### src/rtl/pdw_pkg.sv
// Shared types and constants for the positional PID controller.
`timescale 1ns / 1ps
`default_nettype none

package pdw_pkg;

  // Configuration register indexes.
  localparam logic [2:0] CFG_GAIN_P       = 3'd0;
  localparam logic [2:0] CFG_GAIN_I       = 3'd1;
  localparam logic [2:0] CFG_GAIN_D       = 3'd2;
  localparam logic [2:0] CFG_DEADBAND     = 3'd3;
  localparam logic [2:0] CFG_OUTPUT_LIMIT = 3'd4;
  localparam logic [2:0] CFG_WRAP_ENABLE  = 3'd5;

  // Field widths.
  localparam int unsigned GAIN_W  = 25;
  localparam int unsigned DB_W    = 20;
  localparam int unsigned LIMIT_W = 31;

  // Register values after reset.
  localparam logic [GAIN_W-1:0]  RST_GAIN_P       = 25'd14581760;
  localparam logic [GAIN_W-1:0]  RST_GAIN_I       = 25'd0;
  localparam logic [GAIN_W-1:0]  RST_GAIN_D       = 25'd14149222;
  localparam logic [DB_W-1:0]    RST_DEADBAND     = 20'd19661;
  localparam logic [LIMIT_W-1:0] RST_OUTPUT_LIMIT = 31'd133169152;

  // Angle fold thresholds in Q15.16: 180 and 360 degrees.
  localparam logic signed [31:0] HALF_TURN = 32'sd11796480;
  localparam logic signed [31:0] FULL_TURN = 32'sd23592960;

  // Rounding offset for the Q.32 to Q.16 step.
  localparam logic [63:0] ROUND_HALF = 64'd32768;

  // Load strobes for the five pipeline registers.
  typedef struct packed {
    logic a;  // error formed and folded
    logic b;  // deadband applied, state updated
    logic c;  // products
    logic d;  // integral term combined and saturated
    logic e;  // rounded, clamped result
  } pdw_adv_t;

endpackage

`default_nettype wire

### src/rtl/pdw_out.sv
// Final sum, rounding to Q.16 and the symmetric output clamp.
`timescale 1ns / 1ps
`default_nettype none

module pdw_out (
  input  wire                         clk,
  input  pdw_pkg::pdw_adv_t           adv,
  input  wire  [pdw_pkg::LIMIT_W-1:0] output_limit,
  input  wire  [62:0]                 iterm_d,
  input  wire  [59:0]                 pd_d,
  input  wire  [31:0]                 err_d,
  output logic [31:0]                 drive,
  output logic [31:0]                 error_used,
  output logic                        clamped
);
  import pdw_pkg::*;

  logic [63:0]        total;
  logic signed [47:0] rounded;
  logic signed [47:0] lim_pos;
  logic signed [47:0] lim_neg;
  logic [31:0]        drive_next;
  logic               clamped_next;

  // Sum the terms with the rounding offset, then floor to Q.16.
  assign total   = {{4{pd_d[59]}}, pd_d} + {iterm_d[62], iterm_d} + ROUND_HALF;
  assign rounded = $signed(total[63:16]);

  // Values exactly at the limit pass unclamped.
  assign lim_pos = $signed({17'd0, output_limit});
  assign lim_neg = -lim_pos;
  always_comb begin
    if (rounded > lim_pos) begin
      drive_next   = lim_pos[31:0];
      clamped_next = 1'b1;
    end else if (rounded < lim_neg) begin
      drive_next   = lim_neg[31:0];
      clamped_next = 1'b1;
    end else begin
      drive_next   = rounded[31:0];
      clamped_next = 1'b0;
    end
  end

  always_ff @(posedge clk) begin
    if (adv.e) begin
      drive      <= drive_next;
      error_used <= err_d;
      clamped    <= clamped_next;
    end
  end

endmodule

`default_nettype wire

### config.mk
export PLATFORM = sky130hd
export DESIGN_NAME = pdw_out
export DESIGN_NICKNAME = d
export VERILOG_FILES = /design/src/rtl/pdw_pkg.sv /design/src/rtl/pdw_out.sv
export SDC_FILE = /design/constraint.sdc
export NUM_CORES = 1
export LEC_CHECK = 0
export ABC_CLOCK_PERIOD_IN_PS = 6400
export BUFFER_PORTS_ARGS = -buffer_cell sky130_fd_sc_hd__buf_2
export CAP_MARGIN = 25
export CORE_MARGIN = 4
export CORE_UTILIZATION = 31
export DETAILED_ROUTE_END_ITERATION = 10
export PLACE_DENSITY = 0.55
export SLEW_MARGIN = 15
export SYNTH_ARGS = -nofsm -noshare
export SYNTH_HDL_FRONTEND = slang
export SYNTH_SLANG_ARGS = --single-unit
### constraint.sdc
create_clock -name clk -period 6.4 [get_ports clk]
set_clock_uncertainty 0.05 [all_clocks]
set_input_delay 0.32 -clock clk [delete_from_list [all_inputs] [get_ports clk]]
set_output_delay 0.32 -clock clk [all_outputs]
set_load 0.05 [all_outputs]
* Word level (Yosys, flattened, before mapping)
Index checks and enable logic that the tools add are counted.
** Word-level totals
- Register bits after elaboration :: 65
- Bits of input ports :: 192
- Output and inout port bits :: 65
- Logic and storage cells :: 12
** Cells by class
- $add $sub $neg :: 3
- Order comparisons :: 2
- Mux-type cells :: 3
** Operators with widths (count)
- adder 60 x 63 -> 64 bit :: 1
- adder 64 x 16 -> 64 bit, second input constant :: 1
- > comparator 48 x 32 -> 1 bit :: 1
- less-than comparator 48 bit :: 1
- negator 31 -> 48 bit :: 1
- 2-to-1 mux 32 bit :: 1
- 2-to-1 mux 31 bit :: 1
- 2-to-1 mux 1 bit :: 1

* Depth between registers and ports, before layout
- Word-level depth :: 5
- Depth in mapped cells :: 30
- Gate-level depth less buffers :: 28

* Least setup slack after synthesis
OpenSTA, ideal clock, no wires.
- Kind :: input to register
- Start point :: input port iterm_d[15]
- End point :: register drive[12] (data pin)
- Library setup time :: 0.264 ns
- Arrival time :: 5.215 ns
- Data required time :: 6.086 ns
- Setup slack :: 0.872 ns
- Stages on the path :: 28
- Buffers on the path :: 1
- Cell sequence :: inv_1 ha_1 inv_1 ha_1 and4_1 and3_1 a221oi_1 a21oi_1 o21ai_0 nand2_1 a21boi_0 o21ai_0 a21oi_1 xnor2_1 inv_1 ha_1 a21oi_1 nor2b_1 o21ai_0 nand2b_1 a21oi_1 o21ai_0 a221o_1 o221ai_1 and2_1 buf_1 mux2i_1 o22ai_2
** On the way
- Word-level cells in the longest chain between the ends :: 5
- Elaborated cells between the ends (all ways) :: 6
- Those cells by class :: add/sub: 2; order compare: 2; mux: 2
** Ends and longest elaborated chain
- start, declared :: RTL line pdw_out.sv:9 : input wire [62:0] iterm_d,
- adder 60 x 63 -> 64 bit * :: RTL line pdw_out.sv:26 : assign total = {{4{pd_d[59]}}, pd_d} + {iterm_d[62], iterm_d} + ROUND_HALF;
- adder 64 x 16 -> 64 bit * :: RTL line pdw_out.sv:26
- less-than comparator 48 bit :: RTL line pdw_out.sv:36 : end else if (rounded < lim_neg) begin
- 2-to-1 mux 32 bit :: RTL line pdw_out.sv:36
- 2-to-1 mux 31 bit * :: RTL line pdw_out.sv:33 : if (rounded > lim_pos) begin
- net drive_next[12] :: RTL line pdw_out.sv:22 : logic [31:0] drive_next;
- end signal, assigned :: RTL line pdw_out.sv:47 : drive <= drive_next;
- end, declared :: RTL line pdw_out.sv:12 : output logic [31:0] drive,
The timed path passes the listed nets; every way through them passes the cells marked *.
A chain may end at the register's enable or synchronous reset.

* Final worst setup path
- Start point :: input port iterm_d[14]
- End point :: register drive[12] (data pin)
The elaborated chain is that of the path after synthesis.

==> out/results.env <==
BUFFERS_ON_PORTS=252
WORST-SETUP-PATH-TYPE='in -> reg'
GRT.OVERFLOW.TOTAL=0
DRT-INITIAL-DRC-COUNT=565
HOLDBUFCOUNTCTS=0
YOSYS.AREA_SHARE.ADDER_PCT=24.4
NUM_IO_PINS=257
AREAGROWTHSYNTHTOFINISH_PCT=21.8
FMAXACHIEVABLE_GHz=0.165
SYNTHESIS.YOSYS.WARNINGS=0
CLKTRANSATPATHREGS_PS=60
COUNT_OF_UNRESOLVED_DRC_VIOLATIONS_AFTER_ROUTING=0
VIASPERCELL=5.26
YOSYS.CELL_TYPES.COUNT=79
USE_MET3_PCT=1.47
CTS_TREE='yes'
SYNTH_COMPOUND_GATE_AREA_SHARE_PCT=24.9
FINALNETCOUNT=1863
GRT_UTIL_MET1_PCT=25.4
LAYOUT.FILLER_CELLS=3381
CRITICAL_PATH.MAX_FANOUT=22
FLOORPLAN.INITIALDENSITY_PCT=31.8
SYNTH_SEQ_AREA_SHARE_PCT=19.2
GRT_PASS1_VIAS=9847
ANTENNA_LEFT=0
CELLLEAKAGEPOWER_nW=5.65
DR_TOTAL_VIAS=10100
SYNTH_FP_NETS=1607
GLOBAL_ROUTE_WIRE_LENGTH_BEFORE_REPAIR_UM=50300
POST_CTS_RESIZED=0
PLACEMENTROWS=65
POST_SYNTH_MAIN_AREA_CONTRIBUTORS='sky130_fd_sc_hd__ha_1 24%, sky130_fd_sc_hd__edfxtp_1 19%, sky130_fd_sc_hd__a21oi_1 6.6%, sky130_fd_sc_hd__xnor2_1 4.1%, sky130_fd_sc_hd__nand2_1 3.4%'
HOLD_VIOLATIONS=0
CRIT_FAMILY='compound AO/OA/AOI/OAI gates'
WORST_PIN_SLEW_PS=808
SYNTH-SEQ-CELLS=65
GRT_USE_MET2_PCT=26.3
CHIPWIDTH_UM=189
FINALWORSTPATHREQUIREDPERIOD_PS=6050
TRITONCTS_NUM_SINKS=65
YS_ASYNC_SR_FRACTION_PCT=0
WIRELENGTH_UM=31700
WL_PER_CELL_UM=16.6
DETAILEDPLACEMENTHPWL_UM=27500
IR_DROP_mV=0.153
DRIVE_ABOVE_1_SHARE_PCT=25.7
POST_SYNTH_AND_OR_NAND_NOR_AREA_FRACTION_PCT=19.3
FINALSETUPVIOLATIONS=0
YOSYS-MUX-AREA-FRACTION_PCT=0.827
CTS.HTREE.LEVELS=3
CORE_REGION_AREA_UM2=31900
ANTENNA_FOUND_INITIAL=1
GR-MAX-USAGE-LAYER='met2'
CRITICAL_PATH_BUF_INV_COUNT=4
GP_ROUTABILITY_CONGESTION=0.892
GLOBAL_ROUTE.USAGE.TOTAL_PCT=16.9
SYNTH_TOP_AREA_CELL='sky130_fd_sc_hd__ha_1'
CP-START-KIND='primary input'
MULTIINPUTGATEAREA_UM2=7650
DRT_FIRST_PASS_ITERS=5
MOST-COMMON-LAYOUT-CELLS='252 x sky130_fd_sc_hd__buf_2, 197 x sky130_fd_sc_hd__ha_1, 133 x sky130_fd_sc_hd__a21oi_1, 91 x sky130_fd_sc_hd__nand2_1, 86 x sky130_fd_sc_hd__nor2_1'
YOSYSTOPAREACELLSHARE_PCT=24.3
CTS-BUFFERS-INSERTED=9
CELLPOWERDENSITY_nW_PER_UM2=212
DRV.MAX_CAP_VIOLATION_COUNT=0
CLOCK_PATH_BUFFERS=2
SETUP_TOTAL_NEGATIVE_SLACK_PS=0
GRT_SETUP_UNREPAIRED='no'
SYNTH.CELL_AREA_UM2=10100
CLOCKROOTBUFFER='sky130_fd_sc_hd__clkbuf_16'
LARGEST_NET_DEGREE_AT_THE_START_OF_GLOBAL_ROUTING=66
SYNTHESIS.INSTANCES=1218
LARGEST_FAMILY_OF_LOGIC_CELLS_BY_SYNTHESIZED_AREA='compound AO/OA/AOI/OAI gates'
MOSTFREQUENTLAYOUTCELL='sky130_fd_sc_hd__buf_2'
DIE_HEIGHT_UM=189
REGAREA_UM2=1950
SYNTH_ENABLE_FLOP_CELLS=65
STATUS='complete, no violations'
SLEW_VIOL_FINAL=0
SYNTH_XOR_AREA_SHARE_PCT=5.95
FP.DIEAREA_UM2=35700
YS.FLOP_TYPE='sky130_fd_sc_hd__edfxtp_1'
HOLD_REMOVAL_PATH_CLASS='in -> reg'
POSTCTS_SETUP_BUFS=0
CP.ARRIVAL_PS=6060
MIN_PERIOD_OVER_PERIOD_PCT=94.5
TIMING.SLEW.HEADROOM_PCT=46.1
TOTALPOWERFINAL_mW=2.62
TIMING.CRITICAL_PATH.SLOWEST_CELL_DELAY_PS=370
CP_DATA_REQUIRED_TIME_PS=6410
CRIT_PATH_TOP_DELAY_CELL='sky130_fd_sc_hd__ha_1'
SYN_AREA_PER_CELL_UM2=8.33
CRITICAL_PATH.ENDPOINT_TYPE='flip-flop'
[cells in the mapped netlist (5+ instances only)]
| library cell | instances |
|---|---|
| sky130_fd_sc_hd__a211oi_1 | 7 |
| sky130_fd_sc_hd__a211oi_2 | 11 |
| sky130_fd_sc_hd__a21o_1 | 32 |
| sky130_fd_sc_hd__a21oi_1 | 133 |
| sky130_fd_sc_hd__a21oi_2 | 10 |
| sky130_fd_sc_hd__and2_1 | 7 |
| sky130_fd_sc_hd__and3_1 | 8 |
| sky130_fd_sc_hd__and4_1 | 6 |
| sky130_fd_sc_hd__buf_2 | 23 |
| sky130_fd_sc_hd__buf_6 | 8 |
| sky130_fd_sc_hd__clkbuf_1 | 25 |
| sky130_fd_sc_hd__edfxtp_1 | 65 |
| sky130_fd_sc_hd__ha_1 | 197 |
| sky130_fd_sc_hd__inv_1 | 58 |
| sky130_fd_sc_hd__mux2i_1 | 5 |
| sky130_fd_sc_hd__nand2_1 | 91 |
| sky130_fd_sc_hd__nand2b_1 | 11 |
| sky130_fd_sc_hd__nand3_1 | 25 |
| sky130_fd_sc_hd__nand4_1 | 44 |
| sky130_fd_sc_hd__nor2_1 | 86 |
| sky130_fd_sc_hd__nor2b_1 | 12 |
| sky130_fd_sc_hd__nor3_1 | 40 |
| sky130_fd_sc_hd__nor3_2 | 5 |
| sky130_fd_sc_hd__nor4_1 | 18 |
| sky130_fd_sc_hd__o211ai_1 | 5 |
| sky130_fd_sc_hd__o21a_1 | 14 |
| sky130_fd_sc_hd__o21ai_0 | 60 |
| sky130_fd_sc_hd__o21ai_1 | 19 |
| sky130_fd_sc_hd__o21bai_1 | 13 |
| sky130_fd_sc_hd__o22ai_2 | 10 |
| sky130_fd_sc_hd__or3_1 | 14 |
| sky130_fd_sc_hd__xnor2_1 | 47 |
| sky130_fd_sc_hd__xor2_1 | 20 |
[final cells by class]
type                       instances  share of cell area [%]
multi-input combinational       1034                    62.0
sequential                        65                    15.8
timing repair buffer             305                    13.7
tap                              435                    4.41
clock buffer                      12                    1.91
inverter                          59                    1.79
clock inverter                     4                   0.355
antenna                            1                  0.0203
[flip-flops by register name, indices dropped and copies added, names as in the netlist]
register,cells
clamped,1
error_used,32
drive,32
[path summary, 6_finish.rpt]
check | from | endpoint | slack [ps] | cells after the start
hold / removal | err_d[24] | error_used[24] | 120 | 1
setup / recovery | iterm_d[14] | drive[12] | 350 | 28
[routing by layer]
| metal | up-vias | wire length [um] |
|---|---|---|
| met2 | 313 | 13300 |
| met5 | - | 0 |
| met3 | 31 | 1610 |
| met4 | 0 | 539 |
| met1 | 4621 | 16300 |
| li1 | 5104 | - |
[logic make-up (layout without fill, tap and decap cells)]
logic type | count (synthesis) | after routing
buffers and inverters | 119 | 380
multiplexers | 8 | 8
flip-flops | 65 | 65
other | 0 | 1
XOR/XNOR | 68 | 68
AND/OR/NAND/NOR | 386 | 386
adder cells (fa/ha/maj) | 198 | 198
AO/OA/AOI/OAI | 374 | 374
[stage by stage]
stage | instances | hold slack (ps) | instance area (um2) | setup slack [ps] | utilization (%)
after global placement | 1898 | 446 | 12100 | 69.4 | 37.9
final | 1915 | 123 | 12400 | 353 | 38.7
after floorplan | 1218 | 369 | 10100 | 872 | -
after detailed placement | 1898 | 449 | 12100 | 92.5 | 37.9
after CTS | 1914 | 103 | 12300 | 411 | 38.7
after global routing | 1915 | 110 | 12400 | 78.5 | 38.7
[power by group]
part / internal, mW / switching (mW) / total [mW]
Combinational: 0.590 / 1.02 / 1.61
Clock: 0.299 / 0.160 / 0.458
Sequential: 0.546 / 0.0120 / 0.558
Total: 1.43 / 1.19 / 2.62
Power figures use the tool's default switching activity.
