## config.mk

```make
export PLATFORM = sky130hd
export DESIGN_NAME = pdw_err
export DESIGN_NICKNAME = d
export VERILOG_FILES = /design/src/rtl/pdw_pkg.sv /design/src/rtl/pdw_err.sv
export SDC_FILE = /design/constraint.sdc
export NUM_CORES = 1
export LEC_CHECK = 0
export BUFFER_PORTS_ARGS = -buffer_cell sky130_fd_sc_hd__buf_2
export CORE_MARGIN = 4
export CORE_UTILIZATION = 50
export DETAILED_ROUTE_END_ITERATION = 12
export HOLD_SLACK_MARGIN = 0.06
export PLACE_DENSITY = 0.78
export SLEW_MARGIN = 20
export SYNTH_ARGS = -nofsm -noshare
export SYNTH_HDL_FRONTEND = slang
export SYNTH_SLANG_ARGS = --single-unit
```

## constraint.sdc

```tcl
create_clock -name clk -period 17.25 [get_ports clk]
set_input_delay 0.8625 -clock clk [delete_from_list [all_inputs] [get_ports clk]]
set_output_delay 0.8625 -clock clk [all_outputs]
set_load 0.01 [all_outputs]
```

## src/rtl/pdw_pkg.sv

```systemverilog
// Shared types and constants for the positional PID controller.
`timescale 1ns / 1ps
`default_nettype none

package pdw_pkg;

  // Configuration register indexes.
  localparam logic [2:0] CFG_GAIN_P       = 3'd0;
  localparam logic [2:0] CFG_GAIN_I       = 3'd1;
  localparam logic [2:0] CFG_GAIN_D       = 3'd2;
  localparam logic [2:0] CFG_DEADBAND     = 3'd3;
  localparam logic [2:0] CFG_OUTPUT_LIMIT = 3'd4;
  localparam logic [2:0] CFG_WRAP_ENABLE  = 3'd5;

  // Field widths.
  localparam int unsigned GAIN_W  = 25;
  localparam int unsigned DB_W    = 20;
  localparam int unsigned LIMIT_W = 31;

  // Register values after reset.
  localparam logic [GAIN_W-1:0]  RST_GAIN_P       = 25'd14581760;
  localparam logic [GAIN_W-1:0]  RST_GAIN_I       = 25'd0;
  localparam logic [GAIN_W-1:0]  RST_GAIN_D       = 25'd14149222;
  localparam logic [DB_W-1:0]    RST_DEADBAND     = 20'd19661;
  localparam logic [LIMIT_W-1:0] RST_OUTPUT_LIMIT = 31'd133169152;

  // Angle fold thresholds in Q15.16: 180 and 360 degrees.
  localparam logic signed [31:0] HALF_TURN = 32'sd11796480;
  localparam logic signed [31:0] FULL_TURN = 32'sd23592960;

  // Rounding offset for the Q.32 to Q.16 step.
  localparam logic [63:0] ROUND_HALF = 64'd32768;

  // Load strobes for the five pipeline registers.
  typedef struct packed {
    logic a;  // error formed and folded
    logic b;  // deadband applied, state updated
    logic c;  // products
    logic d;  // integral term combined and saturated
    logic e;  // rounded, clamped result
  } pdw_adv_t;

endpackage

`default_nettype wire

```

## src/rtl/pdw_err.sv

```systemverilog
// Error path: saturated error, angle fold, deadband, integral and derivative state.
`timescale 1ns / 1ps
`default_nettype none

module pdw_err #(
  parameter int unsigned SUM_WIDTH = 48
) (
  input  wire                   clk,
  input  wire                   rst,
  input  pdw_pkg::pdw_adv_t     adv,
  input  wire  [31:0]           setpoint,
  input  wire  [31:0]           measured,
  input  wire                   wrap_enable,
  input  wire  [pdw_pkg::DB_W-1:0] deadband,
  output logic [31:0]           err_b,
  output logic [SUM_WIDTH-1:0]  sum_b,
  output logic [32:0]           diff_b
);
  import pdw_pkg::*;

  logic [32:0]          raw_diff;
  logic [31:0]          err_sat;
  logic [31:0]          err_fold;
  logic [31:0]          err_a;
  logic [32:0]          err_a33;
  logic signed [32:0]   db_pos;
  logic signed [32:0]   db_neg;
  logic [31:0]          err_used;
  logic [SUM_WIDTH:0]   sum_wide;
  logic [SUM_WIDTH-1:0] sum_next;
  logic [SUM_WIDTH-1:0] error_sum;
  logic [31:0]          previous_error;

  // Saturating subtraction of the measurement from the target.
  assign raw_diff = {setpoint[31], setpoint} - {measured[31], measured};
  always_comb begin
    if (raw_diff[32] != raw_diff[31]) begin
      err_sat = raw_diff[32] ? 32'h8000_0000 : 32'h7FFF_FFFF;
    end else begin
      err_sat = raw_diff[31:0];
    end
  end

  // With wrap enabled, a single fold by a full turn when the error lies beyond half a turn.
  always_comb begin
    err_fold = err_sat;
    if (wrap_enable) begin
      if ($signed(err_sat) > HALF_TURN) begin
        err_fold = err_sat - FULL_TURN;
      end else if ($signed(err_sat) < -HALF_TURN) begin
        err_fold = err_sat + FULL_TURN;
      end
    end
  end

  always_ff @(posedge clk) begin
    if (adv.a) begin
      err_a <= err_fold;
    end
  end

  // Errors inside the deadband become zero.
  assign err_a33 = {err_a[31], err_a};
  assign db_pos  = $signed({13'd0, deadband});
  assign db_neg  = -db_pos;
  always_comb begin
    if (($signed(err_a33) <= db_pos) && ($signed(err_a33) >= db_neg)) begin
      err_used = '0;
    end else begin
      err_used = err_a;
    end
  end

  // Saturating integral update.
  assign sum_wide = {error_sum[SUM_WIDTH-1], error_sum}
                  + {{(SUM_WIDTH + 1 - 32){err_used[31]}}, err_used};
  always_comb begin
    if (sum_wide[SUM_WIDTH] != sum_wide[SUM_WIDTH-1]) begin
      sum_next = sum_wide[SUM_WIDTH] ? {1'b1, {(SUM_WIDTH - 1){1'b0}}}
                                     : {1'b0, {(SUM_WIDTH - 1){1'b1}}};
    end else begin
      sum_next = sum_wide[SUM_WIDTH-1:0];
    end
  end

  // Controller state advances once per item.
  always_ff @(posedge clk) begin
    if (rst) begin
      error_sum      <= '0;
      previous_error <= '0;
    end else if (adv.b) begin
      error_sum      <= sum_next;
      previous_error <= err_used;
    end
  end

  always_ff @(posedge clk) begin
    if (adv.b) begin
      err_b  <= err_used;
      sum_b  <= sum_next;
      diff_b <= {err_used[31], err_used} - {previous_error[31], previous_error};
    end
  end

endmodule

`default_nettype wire

```

# [After elaboration in Yosys (flattened, before gate mapping)]
# Cells that the tools add are included.
[word_totals] elab_cells=27 register_bits=225 inputBits=92 out_inout_bits=113
[op_classes] n_eq_ne=2 add_sub_neg=6 reduce_logical=1 mux=8 order_cmp=4
[ops] op="$mux 32" count=6
[ops] op="$mux 48" count=2
[ops] op="$sub 32x32->33" count=2
[ops] op="$add 48x32->49" count=1
[ops] op="$ge 32x33->1" count=1
[ops] op="$neg 20->33" count=1
[ops] op="$add 32x25->32 const B" count=1
[ops] op="$gt 32x25->1 const B" count=1
[ops] op="$le 32x21->1" count=1
[ops] op="$lt 32x25->1 const B" count=1
[ops] op="$sub 32x25->32 const B" count=1
[ops] op="$ne 1x1->1" count=2
[ops] op="$logic_and 1x1->1" count=1

# [Longest topological paths before layout]
# Gate-level depths: netlist of the first run.
[logic_depth] depth_word=7 ltp_mapped=34 depth_no_buf=31

# [Worst setup path before layout of the first run]
# OpenSTA, ideal clock, no wires.
[synth_timing] kind="in2reg" from="in deadband[3] in the netlist's numbering" to="reg sum_b[12] (data pin)" arrival_ps=7193 t_required_ps=16985 cell_stages=32 setup_ps=265 slack_ps=9792 path_buffers=3 cell_sequence="inv_1 > nand4_1 > nor2_1 > nand3_1 > nor4_1 > nand2_1 > o41ai_1 > o21ai_0 > ha_1 > nand4_1 > nor2_1 > nand4_1 > nand3_1 > a211oi_1 > a221o_1 > clkbuf_1 > nand2_1 > inv_1 > ha_1 > fa_1 > a211oi_1 > o21a_1 > nor2_1 > o21ai_0 > a211oi_1 > o31a_1 > a31oi_1 > o21ba_2 > a21boi_1 > clkbuf_1 > clkbuf_1 > maj3_1"
[synth_via] elab_chain_cells=7 elab_cells_between_ends=9 cone_classes="2 x add/sub; 2 x order compare; 1 x eq/ne; 3 x mux; 1 x reduce/logical"
[synth_rtl] element="start, declared" line_no="pdw_err.sv:14" text="input wire [pdw_pkg::DB_W-1:0] deadband,"
[synth_rtl] element="$neg 20->33" line_no="pdw_err.sv:65" text="assign db_neg = -db_pos;"
[synth_rtl] element="$ge 32x33->1" line_no="pdw_err.sv:67" text="if (($signed(err_a33) <= db_pos) && ($signed(err_a33) >= db_neg)) begin"
[synth_rtl] element="$logic_and 1x1->1 (*)" line_no="pdw_err.sv:67"
[synth_rtl] element="$mux 32 (*)" line_no="pdw_err.sv:67"
[synth_rtl] element="via err_used[0]" line_no="pdw_err.sv:28" text="logic [31:0] err_used;"
[synth_rtl] element="$add 48x32->49 (*)" line_no="pdw_err.sv:76" text="+ {{(SUM_WIDTH + 1 - 32){err_used[31]}}, err_used};"
[synth_rtl] element="$mux 48 or $ne 1x1->1 (tied branches)" line_no="pdw_err.sv:79, pdw_err.sv:78"
[synth_rtl] element="$mux 48 (*)" line_no="pdw_err.sv:78" text="if (sum_wide[SUM_WIDTH] != sum_wide[SUM_WIDTH-1]) begin"
[synth_rtl] element="via sum_next[12]" line_no="pdw_err.sv:30" text="logic [SUM_WIDTH-1:0] sum_next;"
[synth_rtl] element="end signal, assigned" line_no="pdw_err.sv:100" text="sum_b <= sum_next;"
[synth_rtl] element="end, declared" line_no="pdw_err.sv:16" text="output logic [SUM_WIDTH-1:0] sum_b,"
# Mark *: on every way through the listed nets, which the timed path passes. The rest lies on a longest branch.
# A chain may end at the register's enable or synchronous reset.

# [Final worst setup path of the first run]
[layout_timing] from="in deadband[2] in the netlist's numbering" to="reg sum_b[46] (data pin)"
# Same word-level chain as after synthesis.

==> results.sh, run 1 <==
export IMPL_fp_dieW_um=189
export IMPL_ctsResizeCount=0
export IMPL_status="finished, final reports clean"
export IMPL_fin_crit_sh_pct=51.8
export IMPL_place_hpwl_um=31400
export IMPL_die_area_mm2=0.0356
export IMPL_numClockSinks=225
export IMPL_root_buffer="clkbuf_16"
export IMPL_clkPwrFrac_pct=15.1
export IMPL_via_count=14100
export IMPL_overflow=0
export IMPL_synth_warnings=0
export IMPL_wl_per_cell_um=16.6
export IMPL_postCtsSetupRepairBufs=0
export IMPL_cts_buffer_depth=3
export IMPL_route_detailed_drc=0
export IMPL_nFillCells=2753
export IMPL_synthFlopType="edfxtp_1"
export IMPL_finClkSkew_ps=18.7
export IMPL_power_density_mw_per_mm2=173
export IMPL_cp_slowest_cell="a221o_1"
export IMPL_tritoncts="done"
export IMPL_final_core_util_pct=58.0
export IMPL_grt_use_total_pct=21.9
export IMPL_synth_edff_count=145
export IMPL_via_per_inst=5.76
export IMPL_htreeDepth=1
export IMPL_switching_share_pct=42.3
export IMPL_setup_violations=0
export IMPL_min_period_ps=8930
export IMPL_pin_count=205
export IMPL_grt_max_degree=80
export IMPL_cts_buffers=24
export IMPL_multi_input_area_mm2=0.00969
export IMPL_antenna_found_initial=5
export IMPL_cp_num_buf_inv=6
export IMPL_postSynthNetCount=2084
export IMPL_path_delay_family="compound AO/OA/AOI/OAI gates"
export IMPL_cp_required_ps=17490
export IMPL_dr_pass1_iters=5
export IMPL_syn_avg_cell_area_um2=8.98
export IMPL_finalHoldViolations=0
export IMPL_p_leak_uw=0.00811
export IMPL_rows=65
export IMPL_fin_setup_tns_ps=0
export IMPL_cp_end_kind="flop"
export IMPL_final_cell_mix="buf_2, nor2_1, ha_1"
export IMPL_clk_latency_ps=520
export IMPL_initial_core_util_pct=51.3
export IMPL_final_nets=2259
export IMPL_synth_top_family_by_area="compound AO/OA/AOI/OAI gates"
export IMPL_wl_um=40600
export IMPL_r2r_cells=27
export IMPL_syn_area_mm2=0.0163
export IMPL_area_growth_pct=13.2
export IMPL_final_common_cell="buf_2"
export IMPL_max_cap_violations=0
export IMPL_max_stage_delay_ps=690
export IMPL_arrival_ps=9170
export IMPL_worstPathMaxFanout=41
export IMPL_coreArea_mm2=0.0319
export IMPL_synth_adder_area_share_pct=14.7
export IMPL_r2r_start="err_a[1]"
export IMPL_async_reset_ff_share_pct=0
export IMPL_muxShareOfSynthArea_pct=0.191
export IMPL_max_freq_mhz=112
export IMPL_critPathMostFrequentCell="nor2_1"
export IMPL_rsz0062_at_grt="false"
export IMPL_register_area_mm2=0.00596
export IMPL_r2r_slack_ps=9530
export IMPL_synth_xor_area_share_pct=5.57
export IMPL_synth_simple_area_share_pct=17.1
export IMPL_cp_startpoint="deadband[2]"
export IMPL_fin_hold_ws_ps=456
export IMPL_clk_pin_slew_ps=60
export IMPL_power_switching_uw=1360
export IMPL_seq_power_share_pct=30.6
export IMPL_first_global_vias=13700
export IMPL_holdBufCountCts=0
export IMPL_path_depth=35
export IMPL_worstSetupPathType="input pin to flop"
export IMPL_drtIter0Drc=793
export IMPL_synthCells=1819
export IMPL_ir_drop_v=0.0000968
export IMPL_finalMaxSlewViolations=0
export IMPL_drive_gt1_share_pct=14.2
export IMPL_crit_path_end="sum_b[46]"
export IMPL_p_comb_share_pct=54.3
export IMPL_grt_pass1_wl_um=66100
export IMPL_die_h_um=189
export IMPL_ys_seq_elements=225
export IMPL_numPortBuffers=201
export IMPL_cp_start_kind="input pin"
export IMPL_finalWeightedCongestion=0.911
export IMPL_r2r_end="sum_b[46]"
export IMPL_synth_compound_area_share_pct=21.6
export IMPL_antenna_left=0
export IMPL_ys_seq_area_share_pct=36.4
export IMPL_slew_headroom_pct=34.2
export IMPL_max_slew_worst_pin_slew_ps=987
export IMPL_hold_path_class="flop to flop"
export IMPL_p_int_uw=1850
export IMPL_synth_cell_types=93
==> state kept, by name (all words and copies together), names as in the netlist <==
signal	count
err_a	32
error_sum	48
sum_b	48
previous_error	32
diff_b	33
err_b	32
==> layout make-up <==
| cell class | count | area share, % |
|---|---|---|
| clock buffer | 35 | 3.75 |
| timing repair buffer | 210 | 5.82 |
| antenna | 2 | 0.0271 |
| tap | 435 | 2.94 |
| clock inverter | 9 | 0.291 |
| sequential | 225 | 32.2 |
| multi-input combinational | 1406 | 52.4 |
| inverter | 127 | 2.58 |
==> cells by family (layout without fill, tap and decap cells) <==
family,after synthesis,count (layout)
xor+xnor,104,104
fa+ha+maj,194,194
mux,3,3
other cells,0,2
compound gates,530,530
buf+inv,188,381
flops,225,225
simple gates,575,575
==> synth_stat cells (35+ instances only) <==
| cell type | instances | area (um2) |
|---|---|---|
| xnor2_1 | 68 | 596 |
| edfxtp_1 | 145 | 4350 |
| xor2_1 | 36 | 315 |
| nor2_1 | 181 | 679 |
| nand2_1 | 146 | 548 |
| a21o_1 | 60 | 450 |
| clkbuf_1 | 49 | 184 |
| o21ai_0 | 126 | 631 |
| inv_1 | 127 | 477 |
| nand3_1 | 35 | 175 |
| and2_1 | 40 | 250 |
| a21oi_1 | 119 | 596 |
| ha_1 | 170 | 2130 |
| dfxtp_1 | 80 | 1600 |
==> routing by layer <==
layer	track usage [%]	wire length (um)	vias to the layer above
met3	2.54	2380	91
met2	38.8	19500	489
met4	6.73	1190	6
met1	28.0	17500	6518
li1	-	-	6998
met5	0	29	-
==> how the worst min path moves through the flow <==
stage	startpoint	endpoint	slack, ps	cells past startpoint
3_3_place_gp	error_sum[0]	error_sum[0]	440	2
4_1_cts	error_sum[19]	error_sum[19]	460	2
2_1_floorplan	error_sum[0]	error_sum[0]	430	2
5_1_grt	error_sum[36]	error_sum[36]	480	2
3_5_place_dp	error_sum[19]	error_sum[19]	450	2
6_report	error_sum[36]	error_sum[36]	460	2
==> through the flow <==
| step | std cells | total power (uW) | cell area, um2 | setup slack, ps |
|---|---|---|---|---|
| detailed placement | 2403 | 2710 | 17700 | 7930 |
| CTS | 2447 | 3210 | 18500 | 8430 |
| global placement | 2403 | 2640 | 17700 | 8110 |
| floorplan | 1819 | 2210 | 16300 | 9790 |
| global route | 2448 | 3450 | 18500 | 7670 |
| finish | 2449 | 3210 | 18500 | 8320 |
==> power groups by stage <==
stage	combinational, uW	sequential, uW	clock (uW)
3_3_place_gp	1660	985	0
6_report	1740	980	485
5_1_grt	1940	1000	518
4_1_cts	1730	982	493
3_5_place_dp	1720	990	0
2_1_floorplan	1190	1020	0
==> worst register-to-register path, cell delays in order (launching register included) <==
cell,delay (ps)
edfxtp_1,460
ha_1,340
nor2b_1,130
o21a_1,170
o21a_1,170
o21ai_0,190
a21oi_1,100
o31ai_1,270
a21oi_1,120
o31a_1,280
o21ai_0,170
a221o_1,780
and2_1,520
ha_1,380
a21o_1,200
a21o_1,180
a21oi_1,210
nor2b_1,70
o21ai_0,190
nand2_1,80
a2111oi_0,720
a22oi_1,160
a21boi_2,200
buf_4,260
and2_1,180
buf_4,270
nor4_1,520
nor2_1,100
(Power assumes the default switching activity.)
==> inputs of run 2 (changes only) <==
--- a/config.mk
+++ b/config.mk
@@ -5,12 +5,13 @@
 export SDC_FILE = /design/constraint.sdc
 export NUM_CORES = 1
 export LEC_CHECK = 0
+export ABC_AREA = 1
 export BUFFER_PORTS_ARGS = -buffer_cell sky130_fd_sc_hd__buf_2
 export CORE_MARGIN = 4
 export CORE_UTILIZATION = 50
 export DETAILED_ROUTE_END_ITERATION = 12
 export HOLD_SLACK_MARGIN = 0.06
-export PLACE_DENSITY = 0.78
+export PLACE_DENSITY = 0.8
 export SLEW_MARGIN = 20
 export SYNTH_ARGS = -nofsm -noshare
 export SYNTH_HDL_FRONTEND = slang
==> constraint.sdc (replaced) <==
create_clock -name clk -period 7.3 [get_ports clk]
set_input_delay 0.365 -clock clk [delete_from_list [all_inputs] [get_ports clk]]
set_output_delay 0.365 -clock clk [all_outputs]
set_load 0.01 [all_outputs]
==> results.sh, run 2 <==
export IMPL_power_density_mw_per_mm2=384
export IMPL_switching_share_pct=45.9
export IMPL_grt_use_total_pct=26.5
export IMPL_r2r_end="sum_b[42]"
export IMPL_die_h_um=200
export IMPL_grt_pass1_wl_um=86300
export IMPL_p_int_uw=4400
export IMPL_max_cap_violations=0
export IMPL_p_comb_share_pct=56.2
export IMPL_finalMaxSlewViolations=0
export IMPL_ys_seq_area_share_pct=32.3
export IMPL_root_buffer="clkbuf_16"
export IMPL_reg_largest_list="error_sum (48), sum_b (48), diff_b (33)"
export IMPL_pin_count=205
export IMPL_synth_warnings=0
export IMPL_overflow=0
export IMPL_place_hpwl_um=44200
export IMPL_max_freq_mhz=149
export IMPL_syn_avg_cell_area_um2=6.96
export IMPL_syn_area_mm2=0.0185
export IMPL_grt_max_degree=82
export IMPL_area_growth_pct=14.8
export IMPL_dp_slack_ps=19.0
export IMPL_async_reset_ff_share_pct=0
export IMPL_max_slew_worst_pin_slew_ps=1080
export IMPL_status="finished, final reports clean"
export IMPL_clk_pin_slew_ps=70
export IMPL_fin_crit_sh_pct=92.0
export IMPL_wl_um=54100
export IMPL_r2r_start="err_a[7]"
export IMPL_postCtsSetupRepairBufs=0
export IMPL_antenna_found_initial=0
export IMPL_antenna_left=0
export IMPL_crit_path_end="sum_b[42]"
export IMPL_cp_slowest_cell="ha_1"
export IMPL_dr_pass1_iters=5
export IMPL_drive_gt1_share_pct=12.2
export IMPL_r2r_cells=30
export IMPL_min_period_ps=6720
export IMPL_yosys_area_top_type_share_pct=23.6
export IMPL_max_stage_delay_ps=350
export IMPL_hold_path_depth=3
export IMPL_numPortBuffers=201
export IMPL_final_nets=3151
export IMPL_ys_seq_elements=225
export IMPL_first_global_vias=17200
export IMPL_die_area_mm2=0.0400
export IMPL_slew_headroom_pct=27.6
export IMPL_initial_core_util_pct=50.5
export IMPL_tritoncts="done"
export IMPL_r2r_slack_ps=1910
export IMPL_finClkSkew_ps=34.9
export IMPL_yosysMostFrequentCell="nand2_1"
export IMPL_worstPathMaxFanout=11
export IMPL_cp_startpoint="deadband[1]"
export IMPL_final_common_cell="nand2_1"
export IMPL_worst_slack_ps=582
export IMPL_setup_violations=0
export IMPL_synthFlopType="edfxtp_1"
export IMPL_synth_largest_area_cell="edfxtp_1"
export IMPL_rows=70
export IMPL_seq_power_share_pct=27.5
export IMPL_fin_setup_tns_ps=0
export IMPL_critPathMostFrequentCell="nand3_1"
export IMPL_arrival_ps=7030
export IMPL_synthCells=2652
export IMPL_multi_input_area_mm2=0.0105
export IMPL_synth_edff_count=145
export IMPL_via_count=17900
export IMPL_route_detailed_drc=0
export IMPL_yosys_top_cells_count="nand2_1, inv_1, nor2_1"
export IMPL_worstSetupPathType="input pin to flop"
export IMPL_finalHoldViolations=0
export IMPL_numClockSinks=225
export IMPL_finalWeightedCongestion=0.961
export IMPL_clk_latency_ps=560
export IMPL_register_area_mm2=0.00596
export IMPL_cts_buffers=24
export IMPL_synth_cell_types=51
export IMPL_p_leak_uw=0.0113
export IMPL_nFillCells=3461
export IMPL_clkPwrFrac_pct=16.2
export IMPL_synth_area_top_cells="edfxtp_1, nand2_1, ha_1"
export IMPL_via_per_inst=5.31
export IMPL_fp_dieW_um=200
export IMPL_dp_cells=3328
export IMPL_cp_end_kind="flop"
export IMPL_cts_buffer_depth=3
export IMPL_coreArea_mm2=0.0365
export IMPL_drtIter0Drc=1328
export IMPL_final_cell_mix="nand2_1, inv_1, nor2_1"
export IMPL_cp_required_ps=7620
export IMPL_htreeDepth=1
export IMPL_fin_cells=3373
export IMPL_cp_start_kind="input pin"
export IMPL_ir_drop_v=0.000178
export IMPL_power_switching_uw=3730
export IMPL_wl_per_cell_um=16.0
export IMPL_hold_path_class="input pin to flop"
export IMPL_postSynthNetCount=2917
-- run 2: changes by cell type in the layout (fill, tap and decap cells not counted), sizes merged, moves of 50 or more --
cell	delta
nor2	+94
nand3	+81
a21oi	+66
a21o	-55
nand2	+554
inv	+353
xor2	+50
-- run 2: critical path: cells and delay by family --
kind | cells | cell delay [ps]
fa+ha+maj | 3 | 810
simple gates | 18 | 2950
compound gates | 10 | 1630
buf+inv | 8 | 1090
xor+xnor | 1 | 200
-- run 2: routing by layer --
layer	GRT usage, %	up-vias	routed length [um]
li1	-	9066	-
met5	0	-	0
met4	8.30	0	1680
met3	2.94	104	2800
met2	46.7	512	26000
met1	34.2	8216	23600
-- run 2: what timing repair did --
| item | 4_1_cts | 5_1_grt |
|---|---|---|
| gates resized for setup | 0 | 9 |
| setup endpoints to repair | 0 | 101 |
| hold buffers | 0 | 0 |
-- run 2: stage by stage --
stage | instance area, um2 | util, % | hold slack [ps] | power (uW)
6_report | 21200 | 58.0 | 291 | 8130
5_1_grt | 21200 | 58.0 | 308 | 8790
4_1_cts | 21100 | 57.9 | 250 | 8120
3_5_place_dp | 20300 | 55.5 | 481 | 6770
3_3_place_gp | 20300 | 55.5 | 473 | 6680
2_1_floorplan | 18500 | - | 453 | 5250
-- run 2: worst min-delay path by stage --
stage                        from             to  slack [ps]
CTS                   wrap_enable      err_a[21]         250
global route          wrap_enable      err_a[21]         310
floorplan           error_sum[47]  error_sum[47]         450
finish                wrap_enable      err_a[21]         290
global placement    error_sum[47]  error_sum[47]         470
detailed placement  error_sum[47]  error_sum[47]         480
-- run 2: cell type report --
type                            instances  share of cell area, %
Antenna cell                            1                 0.0118
Sequential cell                       225                   28.1
Clock inverter                         13                  0.750
Timing Repair Buffer                  259                   7.09
Tap cell                              468                   2.77
Inverter                              480                   8.51
Clock buffer                           31                   3.35
Multi-Input combinational cell       1896                   49.4
-- run 2: kinds of logic (layout without fill, tap and decap cells) --
| logic type | count (synthesis) | count (layout) | share of synthesized area (%) |
|---|---|---|---|
| compound gates | 436 | 436 | 13.1 |
| xor+xnor | 112 | 112 | 5.32 |
| fa+ha+maj | 173 | 173 | 11.9 |
| buf+inv | 531 | 783 | 11.2 |
| flops | 225 | 225 | 32.3 |
| other cells | 0 | 1 | 0 |
| simple gates | 1175 | 1175 | 26.2 |
-- run 2: power groups by stage --
stage	Combinational [uW]	Clock (uW)	Sequential [uW]
CTS	4530	1350	2240
global route	5120	1390	2280
finish	4570	1320	2240
global placement	4430	0	2250
detailed placement	4510	0	2260
floorplan	2920	0	2320
